==> config.mk <==
export PLATFORM = sky130hd
export DESIGN_NAME = position_window_average_top
export DESIGN_NICKNAME = d
export VERILOG_FILES = /design/src/design/pwa_pkg.sv /design/src/design/pwa_front.sv /design/src/design/pwa_div.sv /design/src/design/pwa_engine.sv /design/src/design/position_window_average_top.sv
export VERILOG_INCLUDE_DIRS = /design/src /design/src/design
export SDC_FILE = /design/constraint.sdc
export NUM_CORES = 2
export LEC_CHECK = 0
export BUFFER_PORTS_ARGS = -buffer_cell sky130_fd_sc_hd__buf_2
export CORE_MARGIN = 10
export CORE_UTILIZATION = 63
export DETAILED_ROUTE_END_ITERATION = 12
export PLACE_DENSITY = 0.87
export SYNTH_ARGS = -nofsm -noshare
export SYNTH_HDL_FRONTEND = slang
export SYNTH_SLANG_ARGS = --single-unit
export TNS_END_PERCENT = 5
==> constraint.sdc <==
create_clock -name clk -period 9.7 [get_ports clk]
set_input_delay 0 -clock clk [delete_from_list [all_inputs] [get_ports clk]]
set_output_delay 0 -clock clk [all_outputs]
set_load 0.05 [all_outputs]
==> src/design/position_window_average_top_macros.svh <==
// Assertion macros for the position window average block.
`ifndef POSITION_WINDOW_AVERAGE_TOP_MACROS_SVH
`define POSITION_WINDOW_AVERAGE_TOP_MACROS_SVH

`ifndef ASSERT_OFF
`define PWA_ASSERT_IMPL(lbl, ck, rs, ante, cons) \
  lbl: assert property (@(posedge ck) disable iff (rs) (ante) |-> (cons)) \
    else $error("pwa check failed");
`define PWA_ASSERT_NEXT(lbl, ck, rs, ante, cons) \
  lbl: assert property (@(posedge ck) disable iff (rs) (ante) |=> (cons)) \
    else $error("pwa check failed");
`else
`define PWA_ASSERT_IMPL(lbl, ck, rs, ante, cons)
`define PWA_ASSERT_NEXT(lbl, ck, rs, ante, cons)
`endif

`endif

==> src/design/pwa_pkg.sv <==
`default_nettype none
package pwa_pkg;

  localparam int RING_DEPTH = 32;
  localparam int IDX_W      = $clog2(RING_DEPTH);
  localparam int CNT_W      = $clog2(RING_DEPTH + 1);
  localparam int POS_W      = 31;
  localparam int VAL_W      = 32;
  localparam int RES_W      = 37;
  localparam int SUM_W      = RES_W + 1;
  localparam int OCNT_W     = 5;
  localparam int WIN_W      = 31;
  localparam int HALF_W     = WIN_W - 1;
  localparam int CFG_DATA_W = 31;
  localparam int CFG_IDX_W  = 1;
  localparam int QDEPTH     = 2;
  localparam int QPTR_W     = $clog2(QDEPTH);
  localparam int QCNT_W     = $clog2(QDEPTH + 1);

  localparam logic [CFG_IDX_W-1:0] CFG_WINDOW_SIZE  = 1'b0;
  localparam logic [CFG_IDX_W-1:0] CFG_AVERAGE_MODE = 1'b1;

  localparam logic [WIN_W-1:0] WINDOW_SIZE_RESET = WIN_W'(200);

  typedef struct packed {
    logic [POS_W-1:0]        position;
    logic signed [VAL_W-1:0] sample_value;
    logic                    end_of_stream;
  } in_item_t;

  typedef struct packed {
    logic signed [RES_W-1:0] window_result;
    logic [OCNT_W-1:0]       left_count;
    logic [OCNT_W-1:0]       right_count;
    logic                    window_truncated;
    logic                    last_result;
  } out_item_t;

  typedef struct packed {
    logic                    start;
    logic signed [RES_W-1:0] dividend;
    logic [CNT_W-1:0]        divisor;
  } div_req_t;

  typedef struct packed {
    logic                    done;
    logic signed [RES_W-1:0] quotient;
  } div_rsp_t;

  typedef struct packed {
    logic [CNT_W-1:0] fill;
    logic [CNT_W-1:0] pend;
  } eng_stat_t;

  typedef enum logic [4:0] {
    ST_IDLE,
    ST_CLOSE_RD,
    ST_CLOSE_CHK,
    ST_DROP_RD,
    ST_DROP_CHK,
    ST_PRESS,
    ST_FULL_RD,
    ST_FULL_DO,
    ST_STORE,
    ST_FLUSH,
    ST_EM_CTR_RD,
    ST_EM_CTR,
    ST_EM_LEFT_RD,
    ST_EM_LEFT,
    ST_EM_TRUNC,
    ST_EM_RIGHT_RD,
    ST_EM_RIGHT,
    ST_EM_SAT,
    ST_EM_DIV,
    ST_EM_OUT
  } eng_state_t;

endpackage
`default_nettype wire

==> src/design/pwa_front.sv <==
`default_nettype none
module pwa_front import pwa_pkg::*; (
  input  wire logic     clk,
  input  wire logic     rst,
  input  wire logic     in_valid,
  output logic          in_stall,
  input  wire in_item_t in_data,
  output logic          q_valid,
  output in_item_t      q_item,
  input  wire logic     q_pop
);

  in_item_t           mem [QDEPTH];
  logic [QPTR_W-1:0]  wr_ptr;
  logic [QPTR_W-1:0]  rd_ptr;
  logic [QCNT_W-1:0]  count;
  logic               push;
  logic               pop;

  assign in_stall = (count == QCNT_W'(QDEPTH));
  assign push     = in_valid && !in_stall;
  assign q_valid  = (count != '0);
  assign pop      = q_pop && q_valid;
  assign q_item   = mem[rd_ptr];

  always_ff @(posedge clk) begin
    if (push) begin
      mem[wr_ptr] <= in_data;
    end
  end

  always_ff @(posedge clk) begin
    if (rst) begin
      wr_ptr <= '0;
      rd_ptr <= '0;
      count  <= '0;
    end else begin
      if (push) begin
        wr_ptr <= (wr_ptr == QPTR_W'(QDEPTH - 1)) ? '0 : wr_ptr + 1'b1;
      end
      if (pop) begin
        rd_ptr <= (rd_ptr == QPTR_W'(QDEPTH - 1)) ? '0 : rd_ptr + 1'b1;
      end
      count <= count + QCNT_W'(push) - QCNT_W'(pop);
    end
  end

endmodule
`default_nettype wire

==> src/design/pwa_div.sv <==
`default_nettype none
module pwa_div import pwa_pkg::*; (
  input  wire logic     clk,
  input  wire logic     rst,
  input  wire div_req_t req,
  output div_rsp_t      rsp
);

  localparam int STEP_W = $clog2(RES_W + 1);

  logic [RES_W-1:0]  quo;
  logic [CNT_W:0]    rem;
  logic [CNT_W-1:0]  dvs;
  logic              neg;
  logic [STEP_W-1:0] steps;
  logic              busy;
  logic              done;
  logic [CNT_W:0]    trial;
  logic              fits;

  assign trial = {rem[CNT_W-1:0], quo[RES_W-1]};
  assign fits  = (trial >= {1'b0, dvs});

  always_ff @(posedge clk) begin
    if (req.start) begin
      neg <= req.dividend[RES_W-1];
      quo <= req.dividend[RES_W-1] ? RES_W'(-req.dividend) : RES_W'(req.dividend);
      dvs <= req.divisor;
      rem <= '0;
    end else if (busy) begin
      rem <= fits ? trial - {1'b0, dvs} : trial;
      quo <= {quo[RES_W-2:0], fits};
    end
  end

  always_ff @(posedge clk) begin
    if (rst) begin
      busy  <= 1'b0;
      done  <= 1'b0;
      steps <= '0;
    end else begin
      done <= 1'b0;
      if (req.start) begin
        busy  <= 1'b1;
        steps <= STEP_W'(RES_W);
      end else if (busy) begin
        steps <= steps - 1'b1;
        if (steps == STEP_W'(1)) begin
          busy <= 1'b0;
          done <= 1'b1;
        end
      end
    end
  end

  assign rsp.done     = done;
  assign rsp.quotient = neg ? -$signed(quo) : $signed(quo);

endmodule
`default_nettype wire

==> src/design/pwa_engine.sv <==
`default_nettype none
module pwa_engine import pwa_pkg::*; (
  input  wire logic             clk,
  input  wire logic             rst,
  input  wire logic [WIN_W-1:0] window_size,
  input  wire logic             average_mode,
  input  wire logic             q_valid,
  input  wire in_item_t         q_item,
  output logic                  q_pop,
  output div_req_t              div_req,
  input  wire div_rsp_t         div_rsp,
  output logic                  out_valid,
  input  wire logic             out_stall,
  output out_item_t             out_data,
  output eng_stat_t             stat
);

  logic [POS_W-1:0] pos_ring [RING_DEPTH];
  logic [VAL_W-1:0] val_ring [RING_DEPTH];

  eng_state_t state, state_next, em_ret;

  in_item_t          cur;
  logic [IDX_W-1:0]  oldest_kept;
  logic [CNT_W-1:0]  fill;
  logic [CNT_W-1:0]  pend;
  logic              drop_valid;
  logic [POS_W-1:0]  drop_pos;
  logic [POS_W-1:0]  ref_pos;

  logic [CNT_W-1:0]        em_off;
  logic [POS_W-1:0]        em_p;
  logic signed [SUM_W-1:0] em_sum;
  logic [CNT_W-1:0]        em_left;
  logic [CNT_W-1:0]        em_k;
  logic                    em_trunc;
  logic                    em_last;
  logic signed [RES_W-1:0] em_res;

  logic [POS_W-1:0]  rd_pos;
  logic [VAL_W-1:0]  rd_val;
  logic [IDX_W-1:0]  rd_addr;
  logic              wr_en;
  logic [IDX_W-1:0]  wr_addr;

  logic              em_start;
  logic              em_forced;
  logic              em_last_in;
  eng_state_t        em_ret_in;
  logic              out_load;
  logic              out_free;

  logic [HALF_W-1:0]       half;
  logic [CNT_W-1:0]        pend_off;
  logic [CNT_W-1:0]        right_cnt;
  logic [CNT_W-1:0]        left_idx;
  logic signed [SUM_W-1:0] rd_val_ext;
  logic signed [RES_W-1:0] sat_res;
  logic                    close_beyond;
  logic                    drop_beyond;
  logic                    left_beyond;
  logic                    dropped_near;

  function automatic logic beyond(input logic [POS_W-1:0] a, input logic [POS_W-1:0] b,
                                  input logic [HALF_W-1:0] h);
    logic signed [POS_W:0] diff;
    diff = $signed({1'b0, a}) - $signed({1'b0, b});
    return diff > $signed({2'b00, h});
  endfunction

  assign half         = window_size[WIN_W-1:1];
  assign pend_off     = fill - pend;
  assign right_cnt    = fill - em_off - 1'b1;
  assign left_idx     = em_off - 1'b1 - em_left;
  assign rd_val_ext   = SUM_W'($signed(rd_val));
  assign close_beyond = beyond(cur.position, rd_pos, half);
  assign drop_beyond  = beyond(ref_pos, rd_pos, half);
  assign left_beyond  = beyond(em_p, rd_pos, half);
  assign dropped_near = drop_valid && !beyond(em_p, drop_pos, half);
  assign out_free     = !out_valid || !out_stall;
  assign wr_addr      = oldest_kept + fill[IDX_W-1:0];

  always_comb begin
    if (em_sum[SUM_W-1] != em_sum[RES_W-1]) begin
      sat_res = em_sum[SUM_W-1] ? {1'b1, {(RES_W-1){1'b0}}} : {1'b0, {(RES_W-1){1'b1}}};
    end else begin
      sat_res = em_sum[RES_W-1:0];
    end
  end

  always_ff @(posedge clk) begin
    if (wr_en) begin
      pos_ring[wr_addr] <= cur.position;
      val_ring[wr_addr] <= cur.sample_value;
    end
    rd_pos <= pos_ring[rd_addr];
    rd_val <= val_ring[rd_addr];
  end

  always_comb begin
    state_next = state;
    unique case (state)
      ST_IDLE:      if (q_valid) state_next = ST_CLOSE_RD;
      ST_CLOSE_RD:  state_next = (pend == '0) ? ST_DROP_RD : ST_CLOSE_CHK;
      ST_CLOSE_CHK: state_next = close_beyond ? ST_EM_CTR_RD : ST_DROP_RD;
      ST_DROP_RD:   state_next = (fill > pend) ? ST_DROP_CHK : ST_PRESS;
      ST_DROP_CHK:  state_next = drop_beyond ? ST_DROP_RD : ST_PRESS;
      ST_PRESS: begin
        state_next = (pend >= CNT_W'(RING_DEPTH - 1)) ? ST_EM_CTR_RD : ST_FULL_RD;
      end
      ST_FULL_RD:   state_next = (fill >= CNT_W'(RING_DEPTH)) ? ST_FULL_DO : ST_STORE;
      ST_FULL_DO:   state_next = ST_STORE;
      ST_STORE:     state_next = cur.end_of_stream ? ST_FLUSH : ST_IDLE;
      ST_FLUSH:     state_next = (pend != '0) ? ST_EM_CTR_RD : ST_IDLE;
      ST_EM_CTR_RD: state_next = ST_EM_CTR;
      ST_EM_CTR:    state_next = (em_off != '0) ? ST_EM_LEFT_RD : ST_EM_TRUNC;
      ST_EM_LEFT_RD: state_next = ST_EM_LEFT;
      ST_EM_LEFT: begin
        if (left_beyond || (em_left + 1'b1 == em_off)) begin
          state_next = ST_EM_TRUNC;
        end else begin
          state_next = ST_EM_LEFT_RD;
        end
      end
      ST_EM_TRUNC:    state_next = (right_cnt != '0) ? ST_EM_RIGHT_RD : ST_EM_SAT;
      ST_EM_RIGHT_RD: state_next = ST_EM_RIGHT;
      ST_EM_RIGHT:    state_next = (em_k == right_cnt) ? ST_EM_SAT : ST_EM_RIGHT_RD;
      ST_EM_SAT:      state_next = average_mode ? ST_EM_DIV : ST_EM_OUT;
      ST_EM_DIV:      if (div_rsp.done) state_next = ST_EM_OUT;
      ST_EM_OUT:      if (out_free) state_next = em_ret;
      default:        state_next = ST_IDLE;
    endcase
  end

  always_comb begin
    q_pop      = 1'b0;
    rd_addr    = oldest_kept;
    wr_en      = 1'b0;
    em_start   = 1'b0;
    em_forced  = 1'b0;
    em_last_in = 1'b0;
    em_ret_in  = ST_CLOSE_RD;
    out_load   = 1'b0;
    div_req.start    = 1'b0;
    div_req.dividend = sat_res;
    div_req.divisor  = em_left + right_cnt + 1'b1;
    unique case (state)
      ST_IDLE:      q_pop = q_valid;
      ST_CLOSE_RD:  rd_addr = oldest_kept + pend_off[IDX_W-1:0];
      ST_CLOSE_CHK: em_start = close_beyond;
      ST_PRESS: begin
        em_start  = (pend >= CNT_W'(RING_DEPTH - 1));
        em_forced = 1'b1;
        em_ret_in = ST_FULL_RD;
      end
      ST_STORE:     wr_en = 1'b1;
      ST_FLUSH: begin
        em_start   = (pend != '0);
        em_last_in = (pend == CNT_W'(1));
        em_ret_in  = ST_FLUSH;
      end
      ST_EM_CTR_RD:   rd_addr = oldest_kept + em_off[IDX_W-1:0];
      ST_EM_LEFT_RD:  rd_addr = oldest_kept + left_idx[IDX_W-1:0];
      ST_EM_RIGHT_RD: rd_addr = oldest_kept + em_off[IDX_W-1:0] + em_k[IDX_W-1:0];
      ST_EM_SAT:      div_req.start = average_mode;
      ST_EM_OUT:      out_load = out_free;
      default: begin
      end
    endcase
  end

  always_ff @(posedge clk) begin
    if (state == ST_IDLE && q_valid) begin
      cur <= q_item;
    end
    if (state == ST_CLOSE_RD && pend == '0) begin
      ref_pos <= cur.position;
    end
    if (state == ST_CLOSE_CHK && !close_beyond) begin
      ref_pos <= rd_pos;
    end
    if (state == ST_FULL_DO) begin
      drop_pos <= rd_pos;
    end
    if (em_start) begin
      em_off   <= pend_off;
      em_trunc <= em_forced;
      em_last  <= em_last_in;
      em_ret   <= em_ret_in;
    end
    unique case (state)
      ST_EM_CTR: begin
        em_p    <= rd_pos;
        em_sum  <= rd_val_ext;
        em_left <= '0;
      end
      ST_EM_LEFT: begin
        if (!left_beyond) begin
          em_sum  <= em_sum + rd_val_ext;
          em_left <= em_left + 1'b1;
        end
      end
      ST_EM_TRUNC: begin
        if (em_left == em_off && dropped_near) begin
          em_trunc <= 1'b1;
        end
        em_k <= CNT_W'(1);
      end
      ST_EM_RIGHT: begin
        em_sum <= em_sum + rd_val_ext;
        em_k   <= em_k + 1'b1;
      end
      ST_EM_SAT: em_res <= sat_res;
      ST_EM_DIV: if (div_rsp.done) em_res <= div_rsp.quotient;
      default: begin
      end
    endcase
    if (out_load) begin
      out_data.window_result    <= em_res;
      out_data.left_count       <= em_left[OCNT_W-1:0];
      out_data.right_count      <= right_cnt[OCNT_W-1:0];
      out_data.window_truncated <= em_trunc;
      out_data.last_result      <= em_last;
    end
  end

  always_ff @(posedge clk) begin
    if (rst) begin
      state       <= ST_IDLE;
      oldest_kept <= '0;
      fill        <= '0;
      pend        <= '0;
      drop_valid  <= 1'b0;
      out_valid   <= 1'b0;
    end else begin
      state <= state_next;
      if (out_load) begin
        out_valid <= 1'b1;
        pend      <= pend - 1'b1;
      end else if (!out_stall) begin
        out_valid <= 1'b0;
      end
      unique case (state)
        ST_DROP_CHK: begin
          if (drop_beyond) begin
            oldest_kept <= oldest_kept + 1'b1;
            fill        <= fill - 1'b1;
          end
        end
        ST_FULL_DO: begin
          drop_valid  <= 1'b1;
          oldest_kept <= oldest_kept + 1'b1;
          fill        <= fill - 1'b1;
        end
        ST_STORE: begin
          fill <= fill + 1'b1;
          pend <= pend + 1'b1;
        end
        ST_FLUSH: begin
          if (pend == '0) begin
            oldest_kept <= '0;
            fill        <= '0;
            drop_valid  <= 1'b0;
          end
        end
        default: begin
        end
      endcase
    end
  end

  assign stat.fill = fill;
  assign stat.pend = pend;

endmodule
`default_nettype wire

==> src/design/position_window_average_top.sv <==
// Position window average: moving rectangular-window sum or average over a
// stream of (position, value) items.
// Input channel in_valid/in_stall/in_data carries one item per transfer; the
// item with end_of_stream set flushes every pending result.
// Output channel out_valid/out_stall/out_data carries one result per transfer,
// in stream order; one item may release none, one or many results.
// Configuration: cfg_we with cfg_index and cfg_data writes window_size
// (index 0) or average_mode (index 1); write only while the block is idle.
// Per item, the engine checks the oldest pending entry against it, drops
// stored items beyond the window from the front of the ring one at a time,
// stores the item, and with end_of_stream also flushes. Each result reads
// its center, left neighbors and right neighbors one at a time through the
// single read port of the ring memory, then uses the serial divider in
// average mode.
// A two-entry queue takes items while earlier ones are still worked on.
// Reset clears the queue, ring bookkeeping and output register, and sets
// window_size to 200 and average_mode to 0; no clearing pass is needed.
// When out_stall is high the result holds, the engine waits, and the input
// queue fills up and raises in_stall.
`default_nettype none
`include "position_window_average_top_macros.svh"
module position_window_average_top import pwa_pkg::*; (
  input  wire logic                  clk,
  input  wire logic                  rst,
  input  wire logic                  in_valid,
  output logic                       in_stall,
  input  wire in_item_t              in_data,
  output logic                       out_valid,
  input  wire logic                  out_stall,
  output out_item_t                  out_data,
  input  wire logic                  cfg_we,
  input  wire logic [CFG_IDX_W-1:0]  cfg_index,
  input  wire logic [CFG_DATA_W-1:0] cfg_data
);

  logic [WIN_W-1:0] window_size;
  logic             average_mode;
  logic             q_valid;
  in_item_t         q_item;
  logic             q_pop;
  div_req_t         div_req;
  div_rsp_t         div_rsp;
  eng_stat_t        stat;

  always_ff @(posedge clk) begin
    if (rst) begin
      window_size  <= WINDOW_SIZE_RESET;
      average_mode <= 1'b0;
    end else if (cfg_we) begin
      unique case (cfg_index)
        CFG_WINDOW_SIZE:  window_size  <= cfg_data[WIN_W-1:0];
        CFG_AVERAGE_MODE: average_mode <= cfg_data[0];
        default: begin
        end
      endcase
    end
  end

  pwa_front u_front (
    .clk      (clk),
    .rst      (rst),
    .in_valid (in_valid),
    .in_stall (in_stall),
    .in_data  (in_data),
    .q_valid  (q_valid),
    .q_item   (q_item),
    .q_pop    (q_pop)
  );

  pwa_div u_div (
    .clk (clk),
    .rst (rst),
    .req (div_req),
    .rsp (div_rsp)
  );

  pwa_engine u_engine (
    .clk          (clk),
    .rst          (rst),
    .window_size  (window_size),
    .average_mode (average_mode),
    .q_valid      (q_valid),
    .q_item       (q_item),
    .q_pop        (q_pop),
    .div_req      (div_req),
    .div_rsp      (div_rsp),
    .out_valid    (out_valid),
    .out_stall    (out_stall),
    .out_data     (out_data),
    .stat         (stat)
  );

  `PWA_ASSERT_IMPL(a_pend_le_fill, clk, rst, 1'b1, stat.pend <= stat.fill)
  `PWA_ASSERT_IMPL(a_fill_le_depth, clk, rst, 1'b1, stat.fill <= CNT_W'(RING_DEPTH))
  `PWA_ASSERT_IMPL(a_pend_room, clk, rst, 1'b1, stat.pend <= CNT_W'(RING_DEPTH - 1))
  `PWA_ASSERT_NEXT(a_queue_holds, clk, rst, in_valid && !in_stall, q_valid)

endmodule
`default_nettype wire
==> out/results.ini <==
[layout]
fillCellCount = 10394
final_core_util_pct = 71.3
layout-drive-gt1-share_pct = 11.2
finalNetCount = 8878
layout-area-overhead-vs-synth_pct = 12.8

[global_route]
use_met2_pct = 50.0
grt_use_total_pct = 31.9
grt_start_max_net_pins = 203
globalRouteMet1Util_pct = 41.3
groute.layer.met3.usage_pct = 8.82
vias_in_the_first_global_route = 74859
global_route.peak_usage_layer = met2
grt_first_pass_wirelength_um = 480000
gr-total-overflow = 0
grt_antenna_before_repair = 11

[timing]
final_hold_viol_count = 0
final_max_slew_viol_count = 0
finalCriticalPeriod_ns = 7.28
fin_crit_sh_pct = 75.1
clock.fmax_mhz = 137
timing.clock.skew_ns = 0.0943
timing.final.setup_violations = 0
max-slew-margin-rel_pct = 14.3
rsz_0062_raised_after_global_routing = false
max_slew.worst_pin.slew_ns = 1.28
tns_ns = 0
post-route-worst-setup-slack_ns = 2.42

[power_and_ir_drop]
power_switching_w = 0.0109
pwr-share-clk_pct = 30.2
netSwitchingFraction_pct = 31.7
power_leakage_nw = 44.2
internal_power_w = 0.0234
pwr-share-seq_pct = 44.4
vdd_drop_max_mv = 0.192
power_per_cell_area_nw_per_um2 = 263
p_comb_share_pct = 25.3

[floorplan]
die_y_um = 448
dieArea_um2 = 201000
initial_core_utilization_pct = 63.2
die-width_um = 448
io-pin-count = 152
floorplan.rows = 157
design.core.area_um2 = 183000

[critical_path]
worst_path_dominant_cell_family = compound AO/OA/AOI/OAI gates
cp_common_cell = sky130_fd_sc_hd__a21oi_1
timing.critical_path.fanout_max = 33
critPathLaunchType = flip-flop
cp.arrival_ns = 7.77
path_buf_inv = 2
slowest_cp_cell = sky130_fd_sc_hd__and3_2
cp_class = reg2reg
end_kind = flip-flop
timing.critical_path.slowest_cell_delay_ns = 0.88
required_ns = 10.18

[yosys]
yosysSeqAreaShare_pct = 67.1
net_count_synth = 8475
yosys_register_bits = 2628
asr_flop_ratio_synth_pct = 0
syn_area_per_cell_um2 = 14.4
netlist_area_before_placement_um2 = 116000
ys_top_cells_by_count = 2491 x sky130_fd_sc_hd__edfxtp_1, 786 x sky130_fd_sc_hd__nand2_1, 507 x sky130_fd_sc_hd__mux2i_1
yosysTopAreaCell = sky130_fd_sc_hd__edfxtp_1
synth_enable_flop_cells = 2491
most_used_dff_post_synth = sky130_fd_sc_hd__edfxtp_1
synth.top_cell.area_share_pct = 64.7
yosysMostFrequentCell = sky130_fd_sc_hd__edfxtp_1
yosys_warnings = 0
netlist_instances = 8011
synth_top_cells_by_area = sky130_fd_sc_hd__edfxtp_1 65%, sky130_fd_sc_hd__mux2i_1 4.4%, sky130_fd_sc_hd__ha_1 3.7%, sky130_fd_sc_hd__a211oi_1 3.0%, sky130_fd_sc_hd__nand2_1 2.6%
ys_types = 89

[drt]
via_count = 76073
ant_nets = 0
avgViaCountPerCell = 6.87
first_iter_violations = 13095
drc = 0
drt-pass1-iter-count = 6
routed_wl_um = 329000
route.detailed.wl_per_inst_um = 29.7

[clocking]
clockBufferDepth = 4
clock_tree_from_tritoncts = built
insertion_delay_ns = 0.95
cts_htree_levels = 5
cts_resized = 0
clk_pin_slew_worst_paths_ns = 0.06
cts.sinks = 2628
numCtsBuffers = 277
clk_root_buffer_cell = sky130_fd_sc_hd__clkbuf_16

[place]
dp_hpwl_um = 170000
gp_congestion = 0.929
numPortBuffers = 151
preCtsSetupSlack_ns = 2.68

[flow_run]
number_of_max_cap_violations = 0

[hold_path]
min-delay-path-class = in2reg

[outcome]
run_status = finished clean

## placed cells by master, fill, tap and decap left out, drive strengths merged, types with 154 or more instances in the layout
| master | count |
|---|---|
| edfxtp | 2491 |
| nand2 | 787 |
| mux2i | 507 |
| a211oi | 462 |
| a21oi | 395 |
| clkbuf | 353 |
| ha | 344 |
| buf | 280 |
| nor2 | 272 |
| and2 | 259 |
| dlygate4sd3 | 257 |
| inv | 222 |
| a21o | 205 |
| o21ai | 187 |
| xnor2 | 185 |
| a31oi | 154 |
## per-stage QoR
stage	cell area [um^2]	cells	hold WS (ns)	power, W
floorplan	116000	8011	0.0989	0.0208
global placement	119000	10342	0.186	0.0233
detailed placement	119000	10342	0.191	0.0236
CTS	130000	11077	0.238	0.0338
global route	130000	11078	0.310	0.0355
finish	130000	11081	0.315	0.0343
## worst paths after layout
kind / start / endpoint / slack, ns / cells after the start
min reg2reg: u_engine.em_res[1]$_DFFE_PP_ / u_engine.out_data[13]$_DFFE_PP_ / 0.42 / 0
max reg2reg: u_engine.cur[33]$_DFFE_PP_ / u_engine.ref_pos[25]$_DFFE_PP_ / 2.42 / 26
max: u_engine.cur[33]$_DFFE_PP_ / u_engine.ref_pos[25]$_DFFE_PP_ / 2.42 / 26
min: in_data[10] / u_front.mem[0][10]$_DFFE_PP_ / 0.31 / 3
## worst min-delay path: stages
cell and delay, ns:
sky130_fd_sc_hd__dlygate4sd3_1 0.51, sky130_fd_sc_hd__buf_2 0.09, sky130_fd_sc_hd__dlygate4sd3_1 0.54
## layout make-up
type / instances / area [um^2] / area share, %
multi-input cells: 4755 / 35900 / 27.5
diodes: 4 / 10.0 / 0.00767
clock inverters: 125 / 1120 / 0.861
well taps: 2464 / 3080 / 2.36
clock buffers: 353 / 7480 / 5.73
inverters: 215 / 807 / 0.619
flip-flops and latches: 2628 / 77500 / 59.5
repair buffers: 537 / 4470 / 3.43
## state kept, by name, indices dropped and copies added (netlist names), 37 cells and up
name,count
u_engine.out_data,49
u_engine.val_ring,1024
u_front.mem,128
u_div.quo,37
u_engine.cur,64
u_engine.pos_ring,992
u_engine.em_sum,38
u_engine.em_res,37
## logic make-up (layout without fill, tap and decap cells)
family | count (synthesis) | in the layout | synth area share [%]
muxes | 727 | 727 | 7.76
and+or+nand+nor | 1651 | 1651 | 6.66
xor gates and xnor gates | 281 | 281 | 2.13
AOI/OAI and AO/OA | 1733 | 1733 | 10.1
adders and majority gates | 363 | 363 | 4.05
DFF | 2628 | 2628 | 67.1
buffers and inverters | 628 | 1230 | 2.21
other | 0 | 4 | 0
## layer usage
layer  up-vias  part of all wire [%]  wire length (um)
li1      31589                     -                 -
met1     36753                    34            113000
met2      6318                    46            151000
met3      1401                    14             45300
met4        12                   6.0             19700
met5         -                 0.024                79
## power groups by stage
stage          clock, W  sequential (W)  combinational, W
2_1_floorplan         0          0.0150           0.00577
3_3_place_gp          0          0.0153           0.00801
3_5_place_dp          0          0.0154           0.00824
4_1_cts          0.0103          0.0151           0.00844
5_1_grt          0.0108          0.0153           0.00941
6_report         0.0104          0.0152           0.00869
## timing repair
| item | CTS | global route |
|---|---|---|
| hold buffers | 257 | 0 |
| buffers inserted | 0 | 0 |
| hold endpoints to repair | 239 | 0 |
Note: power is estimated with default switching activity, not from simulation.
